==> config.mk <==
export PLATFORM = sky130hd
export DESIGN_NAME = dual_game_port_registers
export DESIGN_NICKNAME = d
export VERILOG_FILES = /design/src/rtl/dgpr_pkg.sv /design/src/rtl/dual_game_port_registers.sv
export SDC_FILE = /design/constraint.sdc
export NUM_CORES = 2
export LEC_CHECK = 0
export ABC_AREA = 1
export BUFFER_PORTS_ARGS = -buffer_cell sky130_fd_sc_hd__buf_2
export CAP_MARGIN = 5
export CORE_MARGIN = 2
export CORE_UTILIZATION = 61
export DETAILED_ROUTE_END_ITERATION = 10
export GPL_TIMING_DRIVEN = 0
export PLACE_DENSITY = 0.79
export SETUP_SLACK_MARGIN = 0.3
export SLEW_MARGIN = 20
export SYNTH_ARGS = -nofsm -noshare
export SYNTH_HDL_FRONTEND = slang
export SYNTH_SLANG_ARGS = --single-unit
==> constraint.sdc <==
create_clock -name clk_i -period 6.5 [get_ports clk_i]
set_input_delay 1.3 -clock clk_i [delete_from_list [all_inputs] [get_ports clk_i]]
set_output_delay 1.3 -clock clk_i [all_outputs]
set_load 0.02 [all_outputs]
==> src/rtl/dgpr_pkg.sv <==
// Package for the dual game port registers: item types, codes and reset values.
`default_nettype none
package dgpr_pkg;

  typedef enum logic [1:0] {
    KIND_READ     = 2'd0,
    KIND_TEST_WR  = 2'd1,
    KIND_MOUSE    = 2'd2,
    KIND_JOYSTICK = 2'd3
  } kind_e;

  typedef enum logic [2:0] {
    SEL_PORT0_DATA = 3'd0,
    SEL_PORT1_DATA = 3'd1,
    SEL_POT0       = 3'd2,
    SEL_POT1       = 3'd3,
    SEL_POT_STATUS = 3'd4
  } reg_sel_e;

  typedef enum logic [2:0] {
    CFG_PORT0_DEVICE = 3'd0,
    CFG_PORT1_DEVICE = 3'd1,
    CFG_AUTOFIRE0    = 3'd2,
    CFG_AUTOFIRE1    = 3'd3,
    CFG_POTGO_BASE   = 3'd4
  } cfg_idx_e;

  localparam int unsigned NumPorts   = 2;
  localparam int unsigned CfgIdxW    = 3;
  localparam int unsigned CfgDataW   = 16;

  localparam logic [3:0]  MouseCode      = 4'd1;
  localparam logic [3:0]  Port0DevReset  = 4'd1;
  localparam logic [3:0]  Port1DevReset  = 4'd0;
  localparam logic [15:0] PotgoReset     = 16'hffff;
  localparam logic [15:0] PotgoMask      = 16'hbbff;
  localparam logic [15:0] PotStep        = 16'h0100;
  localparam logic [15:0] Sec0Bit        = 16'h0400;
  localparam logic [15:0] Sec1Bit        = 16'h4000;
  localparam logic [31:0] StepPos        = 32'd127;
  localparam logic [31:0] StepNeg        = 32'hffffff81;

  typedef struct packed {
    logic [1:0]         kind;
    logic [2:0]         reg_select;
    logic [15:0]        write_data;
    logic [3:0]         device;
    logic signed [15:0] move_x;
    logic signed [15:0] move_y;
    logic               dir_left;
    logic               dir_up;
    logic               dir_right;
    logic               dir_down;
    logic               fire_primary;
    logic               fire_secondary;
  } in_item_t;

  typedef struct packed {
    logic [15:0] read_data;
    logic [1:0]  primary_fire_mask;
  } out_item_t;

endpackage
`default_nettype wire

==> src/rtl/dual_game_port_registers.sv <==
// Dual game port registers: mouse counters, joystick flags, pot counters, bus reads.
//
//   channel | direction | handshake             | payload
//   in      | input     | in_valid_i/in_stall_o | in_item_i  (dgpr_pkg::in_item_t)
//   out     | output    | out_valid_o/out_stall_i | out_item_o (dgpr_pkg::out_item_t)
//   cfg     | input     | cfg_we_i              | cfg_idx_i, cfg_data_i
//
// One item per cycle; the port state is updated at acceptance and a register read's
// item appears in the output register on the next cycle.
// The input stalls only while the output register holds an item that is stalled.
// Reset clears all port state and loads the default configuration.
`default_nettype none
module dual_game_port_registers (
  input  wire logic                                clk_i,
  input  wire logic                                rst_ni,
  input  wire logic                                in_valid_i,
  output      logic                                in_stall_o,
  input  wire dgpr_pkg::in_item_t                  in_item_i,
  output      logic                                out_valid_o,
  input  wire logic                                out_stall_i,
  output      dgpr_pkg::out_item_t                 out_item_o,
  input  wire logic                                cfg_we_i,
  input  wire logic [dgpr_pkg::CfgIdxW-1:0]        cfg_idx_i,
  input  wire logic [dgpr_pkg::CfgDataW-1:0]       cfg_data_i
);

  localparam int unsigned NP = dgpr_pkg::NumPorts;

  logic [3:0]  dev_q      [NP];
  logic        autofire_q [NP];
  logic [15:0] potgo_q;

  logic [31:0] pos_x_q  [NP], pos_x_d  [NP];
  logic [31:0] pos_y_q  [NP], pos_y_d  [NP];
  logic [31:0] seen_x_q [NP], seen_x_d [NP];
  logic [31:0] seen_y_q [NP], seen_y_d [NP];
  logic [15:0] pot_q    [NP], pot_d    [NP];
  logic        fire1_q  [NP], fire1_d  [NP];
  logic        fire2_q  [NP], fire2_d  [NP];
  logic [3:0]  dir_q    [NP], dir_d    [NP];

  logic                out_valid_q, out_valid_d;
  dgpr_pkg::out_item_t out_item_q, out_item_d;

  logic        accept;
  logic [31:0] step_x [NP];
  logic [31:0] step_y [NP];
  logic [31:0] nseen_x [NP];
  logic [31:0] nseen_y [NP];
  logic [15:0] port_word [NP];
  logic [15:0] joy_word [NP];
  logic [1:0]  fire2_tog;
  logic [15:0] status_word;
  logic [15:0] rd_data;
  logic [31:0] tw_x, tw_y;
  logic        is_read, is_event;

  function automatic logic [31:0] clamp_step(input logic [31:0] d);
    logic [31:0] r;
    r = d;
    if (!d[31]) begin
      if (d > dgpr_pkg::StepPos) r = dgpr_pkg::StepPos;
    end else if (d < dgpr_pkg::StepNeg) begin
      r = dgpr_pkg::StepNeg;
    end
    return r;
  endfunction

  assign in_stall_o  = out_valid_q & out_stall_i;
  assign accept      = in_valid_i & ~in_stall_o;
  assign out_valid_o = out_valid_q;
  assign out_item_o  = out_item_q;

  assign is_read  = (in_item_i.kind == dgpr_pkg::KIND_READ);
  assign is_event = (in_item_i.kind == dgpr_pkg::KIND_MOUSE) ||
                    (in_item_i.kind == dgpr_pkg::KIND_JOYSTICK);
  assign tw_x = {{24{in_item_i.write_data[7]}}, in_item_i.write_data[7:0]};
  assign tw_y = {{24{in_item_i.write_data[15]}}, in_item_i.write_data[15:8]};

  always_comb begin
    for (int p = 0; p < NP; p++) begin
      step_x[p]  = clamp_step(pos_x_q[p] - seen_x_q[p]);
      step_y[p]  = clamp_step(pos_y_q[p] - seen_y_q[p]);
      nseen_x[p] = seen_x_q[p] + step_x[p];
      nseen_y[p] = seen_y_q[p] + step_y[p];
      joy_word[p] = 16'h0000;
      if (dir_q[p][2]) joy_word[p] = joy_word[p] | 16'h0003;
      if (dir_q[p][0]) joy_word[p] = joy_word[p] | 16'h0300;
      if (dir_q[p][1]) joy_word[p] = joy_word[p] ^ 16'h0100;
      if (dir_q[p][3]) joy_word[p] = joy_word[p] ^ 16'h0001;
      port_word[p] = (dev_q[p] == dgpr_pkg::MouseCode) ?
                     {nseen_y[p][7:0], nseen_x[p][7:0]} : joy_word[p];
      fire2_tog[p] = fire2_q[p] ^ autofire_q[p];
    end
    status_word = potgo_q & dgpr_pkg::PotgoMask;
    if (!fire2_tog[0]) status_word = status_word | dgpr_pkg::Sec0Bit;
    if (!fire2_tog[1]) status_word = status_word | dgpr_pkg::Sec1Bit;
  end

  always_comb begin
    rd_data = 16'h0000;
    for (int p = 0; p < NP; p++) begin
      pos_x_d[p]  = pos_x_q[p];
      pos_y_d[p]  = pos_y_q[p];
      seen_x_d[p] = seen_x_q[p];
      seen_y_d[p] = seen_y_q[p];
      pot_d[p]    = pot_q[p];
      fire1_d[p]  = fire1_q[p];
      fire2_d[p]  = fire2_q[p];
      dir_d[p]    = dir_q[p];
    end
    if (accept) begin
      if (is_read) begin
        unique case (in_item_i.reg_select)
          dgpr_pkg::SEL_PORT0_DATA: begin
            rd_data = port_word[0];
            if (dev_q[0] == dgpr_pkg::MouseCode) begin
              seen_x_d[0] = nseen_x[0];
              seen_y_d[0] = nseen_y[0];
            end
          end
          dgpr_pkg::SEL_PORT1_DATA: begin
            rd_data = port_word[1];
            if (dev_q[1] == dgpr_pkg::MouseCode) begin
              seen_x_d[1] = nseen_x[1];
              seen_y_d[1] = nseen_y[1];
            end
          end
          dgpr_pkg::SEL_POT0: rd_data = pot_q[0];
          dgpr_pkg::SEL_POT1: rd_data = pot_q[1];
          dgpr_pkg::SEL_POT_STATUS: begin
            rd_data = status_word;
            fire2_d[0] = fire2_tog[0];
            fire2_d[1] = fire2_tog[1];
          end
          default: rd_data = 16'h0000;
        endcase
      end else if (in_item_i.kind == dgpr_pkg::KIND_TEST_WR) begin
        for (int p = 0; p < NP; p++) begin
          pos_x_d[p]  = tw_x;
          seen_x_d[p] = tw_x;
          pos_y_d[p]  = tw_y;
          seen_y_d[p] = tw_y;
        end
      end else if (is_event) begin
        for (int p = 0; p < NP; p++) begin
          if (dev_q[p] == in_item_i.device) begin
            if (!fire2_q[p] && in_item_i.fire_secondary) begin
              pot_d[p] = pot_q[p] + dgpr_pkg::PotStep;
            end
            fire1_d[p] = in_item_i.fire_primary;
            fire2_d[p] = in_item_i.fire_secondary;
            if (in_item_i.kind == dgpr_pkg::KIND_MOUSE) begin
              pos_x_d[p] = pos_x_q[p] + {{16{in_item_i.move_x[15]}}, in_item_i.move_x};
              pos_y_d[p] = pos_y_q[p] + {{16{in_item_i.move_y[15]}}, in_item_i.move_y};
            end else begin
              dir_d[p] = {in_item_i.dir_down, in_item_i.dir_right,
                          in_item_i.dir_up, in_item_i.dir_left};
            end
          end
        end
      end
    end
  end

  always_comb begin
    out_valid_d = out_valid_q & out_stall_i;
    out_item_d  = out_item_q;
    if (accept && is_read) begin
      out_valid_d                  = 1'b1;
      out_item_d.read_data         = rd_data;
      out_item_d.primary_fire_mask = {fire1_q[1], fire1_q[0]};
    end
  end

  always_ff @(posedge clk_i or negedge rst_ni) begin
    if (!rst_ni) begin
      dev_q[0]      <= dgpr_pkg::Port0DevReset;
      dev_q[1]      <= dgpr_pkg::Port1DevReset;
      autofire_q[0] <= 1'b0;
      autofire_q[1] <= 1'b0;
      potgo_q       <= dgpr_pkg::PotgoReset;
      for (int p = 0; p < NP; p++) begin
        pos_x_q[p]  <= '0;
        pos_y_q[p]  <= '0;
        seen_x_q[p] <= '0;
        seen_y_q[p] <= '0;
        pot_q[p]    <= '0;
        fire1_q[p]  <= 1'b0;
        fire2_q[p]  <= 1'b0;
        dir_q[p]    <= '0;
      end
      out_valid_q <= 1'b0;
    end else begin
      for (int p = 0; p < NP; p++) begin
        pos_x_q[p]  <= pos_x_d[p];
        pos_y_q[p]  <= pos_y_d[p];
        seen_x_q[p] <= seen_x_d[p];
        seen_y_q[p] <= seen_y_d[p];
        pot_q[p]    <= pot_d[p];
        fire1_q[p]  <= fire1_d[p];
        fire2_q[p]  <= fire2_d[p];
        dir_q[p]    <= dir_d[p];
      end
      out_valid_q <= out_valid_d;
      if (cfg_we_i) begin
        unique case (cfg_idx_i)
          dgpr_pkg::CFG_PORT0_DEVICE: dev_q[0]      <= cfg_data_i[3:0];
          dgpr_pkg::CFG_PORT1_DEVICE: dev_q[1]      <= cfg_data_i[3:0];
          dgpr_pkg::CFG_AUTOFIRE0:    autofire_q[0] <= cfg_data_i[0];
          dgpr_pkg::CFG_AUTOFIRE1:    autofire_q[1] <= cfg_data_i[0];
          dgpr_pkg::CFG_POTGO_BASE:   potgo_q       <= cfg_data_i;
          default: ;
        endcase
      end
    end
  end

  always_ff @(posedge clk_i) begin
    out_item_q <= out_item_d;
  end

endmodule
`default_nettype wire

### Yosys cells after proc, flatten, opt, wreduce, memory -nomap -nowiden

Cells that the tools add are included.

| storage, ports and cells | value |
|---|---|
| register bits | 345 |
| latch bits | 0 |
| RAM bits | 0 |
| memory bits (read-only) | 0 |
| output and inout bits | 20 |
| logic and storage cells | 170 |
| memories | 0 |

| cells by class | value |
|---|---|
| add/subtract/negate cells | 14 |
| $mul | 0 |
| divide/modulo/power cells | 0 |
| order comparisons | 8 |
| eq/ne operators | 21 |
| shift operators | 0 |
| mux-type cells | 56 |
| bitwise gates (word level) | 12 |
| reduce and logical (&&, ||, !) cells | 35 |

Operators with widths:

| cell | number |
|---|---|
| $mux W32 | 20 |
| $mux W64 | 8 |
| $add A32 B32 Y32 | 8 |
| $mux W31 | 8 |
| $gt A32 B7 Y1 const B | 4 |
| $lt A32 B32 Y1 const B | 4 |
| $sub A32 B32 Y32 | 4 |
| $pmux W16 S5 | 1 |
| $add A16 B9 Y16 const B | 2 |
| $mux W16 | 2 |
| $reduce_and A5 Y1 | 6 |
| $reduce_and A6 Y1 | 4 |
| $mux W10 | 2 |
| $mux W9 | 2 |
| $reduce_bool A2 Y1 | 8 |
| $mux W15 | 1 |
| $eq A3 B2 Y1 const B | 4 |
| $mux W2 | 6 |
| $reduce_and A2 Y1 | 6 |
| $mux W11 | 1 |
| $ne A2 B1 Y1 const B | 5 |
| $eq A4 B1 Y1 const B | 2 |
| $eq A4 B4 Y1 | 2 |
| $not A1 Y1 | 8 |
| 14 further kinds | 28 |

### Logic depth before layout (Yosys ltp)

| logic depth | value |
|---|---|
| word-level depth | 8 |
| gate-level depth with buffers | 38 |

### Least setup slack after synthesis

Ideal clock, no wire load.

| timing path | value |
|---|---|
| kind | reg2reg |
| from | reg pos_x_q[0] in the netlist's numbering |
| to | reg seen_x_q[22] in the netlist's numbering |
| library setup time | 0.084 ns |
| data arrival time | 3.999 ns |
| data required time | 6.416 ns |
| setup slack | 2.417 ns |
| cell stages (with the launch flop) | 36 |
| buffers on the path | 0 |
| clock period less this slack | 4.083 ns |
| cell sequence | dfrtp_1 > inv_1 > ha_1 > inv_1 > fa_1 > nand3_1 > nand3_1 > nand3_1 > nand3_1 > nand2_1 > nand2_1 > nand2_1 > nand2_1 > nor2_1 > nand3b_1 > nor2_1 > nand3_1 > nand2_1 > nand3_1 > ha_1 > fa_1 > nand2_1 > inv_1 > o21ai_0 > nand2_1 > a21oi_1 > inv_1 > nand2_1 > nand2_1 > nand2_1 > nand2_1 > nand3_1 > nand2_1 > nand2_1 > nand3_1 > a21boi_0 |

| on the way | value |
|---|---|
| cells in the longest elaborated chain, start to end | 8 |
| elaborated cells on any way between the ends | 10 |
| those cells by class | add/sub (2); order compare (2); mux (6) |

RTL lines:

| what | RTL line | RTL |
|---|---|---|
| from (decl) | dual_game_port_registers.sv:33 | `logic [31:0] pos_x_q [NP], pos_x_d [NP];` |
| from (signal, indexed assignment) | dual_game_port_registers.sv:196 | `pos_x_q[p] <= pos_x_d[p];` |
| $sub A32 B32 Y32 (*) | dual_game_port_registers.sv:82 | `step_x[p] = clamp_step(pos_x_q[p] - seen_x_q[p]);` |
| $gt A32 B7 Y1 / $lt A32 B32 Y1 (equally long branches) | dual_game_port_registers.sv:62, dual_game_port_registers.sv:63 |  |
| $mux W31 (on tied branches) | dual_game_port_registers.sv:62, dual_game_port_registers.sv:63 |  |
| $mux W32 (*) | dual_game_port_registers.sv:61 | `if (!d[31]) begin` |
| $add A32 B32 Y32 (*) | dual_game_port_registers.sv:84 | `nseen_x[p] = seen_x_q[p] + step_x[p];` |
| $mux W32 (*) | dual_game_port_registers.sv:124 | `if (dev_q[1] == dgpr_pkg::MouseCode) begin` |
| $mux W32 (*) | dual_game_port_registers.sv:114 | `unique case (in_item_i.reg_select)` |
| $mux W64 (*) | dual_game_port_registers.sv:113 | `if (is_read) begin` |
| to (signal, indexed assignment) | dual_game_port_registers.sv:198 | `seen_x_q[p] <= seen_x_d[p];` |
| to (decl) | dual_game_port_registers.sv:35 | `logic [31:0] seen_x_q [NP], seen_x_d [NP];` |

Every way passes the cells marked *; elsewhere a longest branch is shown, timed or not. The select of a mux whose other input is x is not followed.
A chain may end at the register's enable or synchronous reset.

### Worst setup path in the final report

| timing path | value |
|---|---|
| from | reg pos_x_q[0] in the netlist's numbering |
| to | reg seen_x_q[24] in the netlist's numbering |

Same word-level chain as after synthesis.

==> results.sh <==
export IMPL_outcome="completed"
export IMPL_synth_adder_area_share=0.1176
export IMPL_detail_route_wl_per_cell_um=17.77
export IMPL_fin_crit_ns=5.773
export IMPL_grt_max_degree=97
export IMPL_crit_top_cell="nand2_1"
export IMPL_hold_buffers=0
export IMPL_syn2layout_area_growth_pct=7.915
export IMPL_clock_fmax_mhz=173.2
export IMPL_layout_commonest_cell="nand2_1"
export IMPL_cp_max_fo=6
export IMPL_design_area_sq_um=45620
export IMPL_drc=0
export IMPL_cts_buffers=41
export IMPL_synth_xor_area_share=0.01844
export IMPL_post_cts_resized=0
export IMPL_first_pass_iters=8
export IMPL_vias=47640
export IMPL_hold_path_depth=0
export IMPL_post_cts_buffers=0
export IMPL_antenna_left=0
export IMPL_cts_buffer_depth=3
export IMPL_finClkSkew_ns=0.03003
export IMPL_finalMaxSlewViolations=0
export IMPL_netlist_area_sq_um=42270
export IMPL_place_inst=8259
export IMPL_grt_antenna_before_repair=8
export IMPL_tightest_slew_ns=1.319
export IMPL_synthMuxAreaShare=0.001332
export IMPL_placementRows=96
export IMPL_setup_violations=0
export IMPL_ioPinCount=107
export IMPL_crit_required_ns=7.01
export IMPL_numClockSinks=327
export IMPL_start_util=0.6163
export IMPL_min_path_type="reg -> reg"
export IMPL_async_reset_ff_frac=0.9450
export IMPL_core_area_sq_um=68590
export IMPL_viasPerCell=5.712
export IMPL_grt_pass1_wl_um=229100
export IMPL_yosysSeqAreaShare=0.1962
export IMPL_placed_area_sq_um=44050
export IMPL_hpwlAfterDp_um=121600
export IMPL_ys_flop_type="dfrtp_1"
export IMPL_worst_slew_margin_rel=0.1205
export IMPL_holdWs_ns=0.4628
export IMPL_grt_pass1_vias=43070
export IMPL_io_buffers=104
export IMPL_syn_area_per_cell_sq_um=5.854
export IMPL_hold_violations=0
export IMPL_critPathKind="reg -> reg"
export IMPL_period_share=0.8881
export IMPL_synth_compound_area_frac=0.1589
export IMPL_gp_congestion=1.068
export IMPL_synth_edff_count=18
export IMPL_fillers=6652
export IMPL_syn_nets=7698
export IMPL_cts_root_buf="clkbuf_16"
export IMPL_fin_nets=7849
export IMPL_reg2regPathDepth=33
export IMPL_dieWidth_um=267.2
export IMPL_synth_warnings=0
export IMPL_yosys_area_share_simple=0.3794
export IMPL_die_y_um=267.2
export IMPL_ys_ff_latch=327
export IMPL_cts_tree="done"
export IMPL_start_kind="flip-flop"
export IMPL_track_usage=0.4060
export IMPL_wirelength_um=148200
export IMPL_synthCells=7221
export IMPL_insertion_delay_ns=0.61
export IMPL_grt_overflow=0
export IMPL_grt_setup_unrepaired="false"
export IMPL_die_area_sq_um=71410
export IMPL_arrival_ns=6.29
export IMPL_max_stage_delay_ns=0.49
export IMPL_drive_gt1_frac=0.05416
export IMPL_fin_cells=8340
export IMPL_drt_iter0_drc=4936
export IMPL_synth_cell_types=58
export IMPL_cap_violations=0
export IMPL_cp_end_kind="flip-flop"
export IMPL_cts_clk_slew_worst_paths_ns=0.06
export IMPL_htreeDepth=2
export IMPL_crit_path_top_delay_cell="fa_1"
export IMPL_mostFrequentLayoutCells="2,225 x nand2_1, 1,280 x inv_1, 729 x nor2_1"
export IMPL_synth_top_family_by_area="simple AND/OR/NAND/NOR gates"
==> worst paths after layout <==
check	start	endpoint	slack [ns]
worst max-delay path	pos_x_q[0]$_DFFE_PN0P_	seen_x_q[24]$_DFFE_PN0P_	0.73
worst min-delay path	fire1_q[1]$_DFFE_PN0P_	out_item_o[0]$_DFFE_PP_	0.46
worst max register to register	pos_x_q[0]$_DFFE_PN0P_	seen_x_q[24]$_DFFE_PN0P_	0.73
worst min register to register	fire1_q[1]$_DFFE_PN0P_	out_item_o[0]$_DFFE_PP_	0.46
max in group asynchronous	rst_ni	pos_y_q[46]$_DFFE_PN0P_	4.64
min in group asynchronous	rst_ni	pos_x_q[23]$_DFFE_PN0P_	0.59
==> stage by stage <==
step	util	setup slack, ns	setup TNS (ns)
finish	0.6651	0.7271	0
global route	0.6650	0.3137	0
detailed placement	0.6423	0.9460	0
floorplan	-	2.417	0
CTS	0.6647	0.9709	0
global placement	0.6409	-2.137	-614.12
==> cell type report <==
cell class	count	area, sq um	share of cell area
antenna	5	12.51	0.0002743
buffer	102	440.4	0.009655
clock buffer	51	1156	0.02534
clock inverter	24	381.6	0.008366
inverter	1328	4985	0.1093
multi-input combinational	5464	28560	0.6261
sequential	327	8292	0.1818
tap	931	1165	0.02554
timing repair buffer	108	624.3	0.01369
==> kinds of logic after synthesis <==
logic type | count (synthesis)
simple gates | 3817
fa+ha+maj | 390
buf+inv | 1430
flops | 327
xor+xnor | 89
compound gates | 1163
mux | 5
==> sequential cells by signal, indices dropped and copies added (netlist names) <==
name	count
seen_y_q	64
out_valid_o	1
fire2_q	2
autofire_q	2
pos_y_q	64
pos_x_q	64
pot_q	16
fire1_q	2
dir_q	8
seen_x_q	64
dev_q	8
out_item_o	18
potgo_q	14
==> layer usage <==
metal | vias to the layer above | global-route usage | routed length [um]
met5 | - | 0 | 68
li1 | 23520 | - | -
met1 | 21700 | 0.5464 | 63180
met3 | 337 | 0.08560 | 15350
met2 | 2074 | 0.6243 | 62460
met4 | 8 | 0.1831 | 7173
==> critical path: cells and delay by family, from the launching register on <==
kind	cells	cell delay [ns]
flip-flops	1	0.40
buffers and inverters	3	0.32
AO/OA/AOI/OAI	6	1.04
AND/OR/NAND/NOR	20	2.43
adder cells (fa/ha/maj)	4	1.47
==> synth_stat cells (20+ instances only) <==
cell	instances	share of area
xor2_1	52	0.011
xnor2_1	37	0.0077
and2_1	22	0.0033
a21oi_1	500	0.059
a221oi_1	26	0.0054
clkbuf_1	67	0.0059
a21boi_0	22	0.0039
nand3_1	448	0.053
ha_1	378	0.11
dfrtp_1	294	0.17
nor3_1	71	0.0084
o211ai_1	41	0.0073
a21o_1	40	0.0071
a31oi_1	54	0.0080
o21ai_0	291	0.034
nand2_1	2225	0.20
or2_2	51	0.0075
buf_2	29	0.0034
nor2_1	729	0.065
o21bai_1	48	0.0085
nor2_2	29	0.0043
nand4_1	115	0.017
nand3b_1	55	0.0098
a22oi_1	84	0.015
inv_2	42	0.0037
inv_1	1280	0.11
nand2_2	20	0.0030
Power is left out: the tool's default activity adds up to more than one toggle a clock period on the data nets, which glitch-free logic cannot reach.
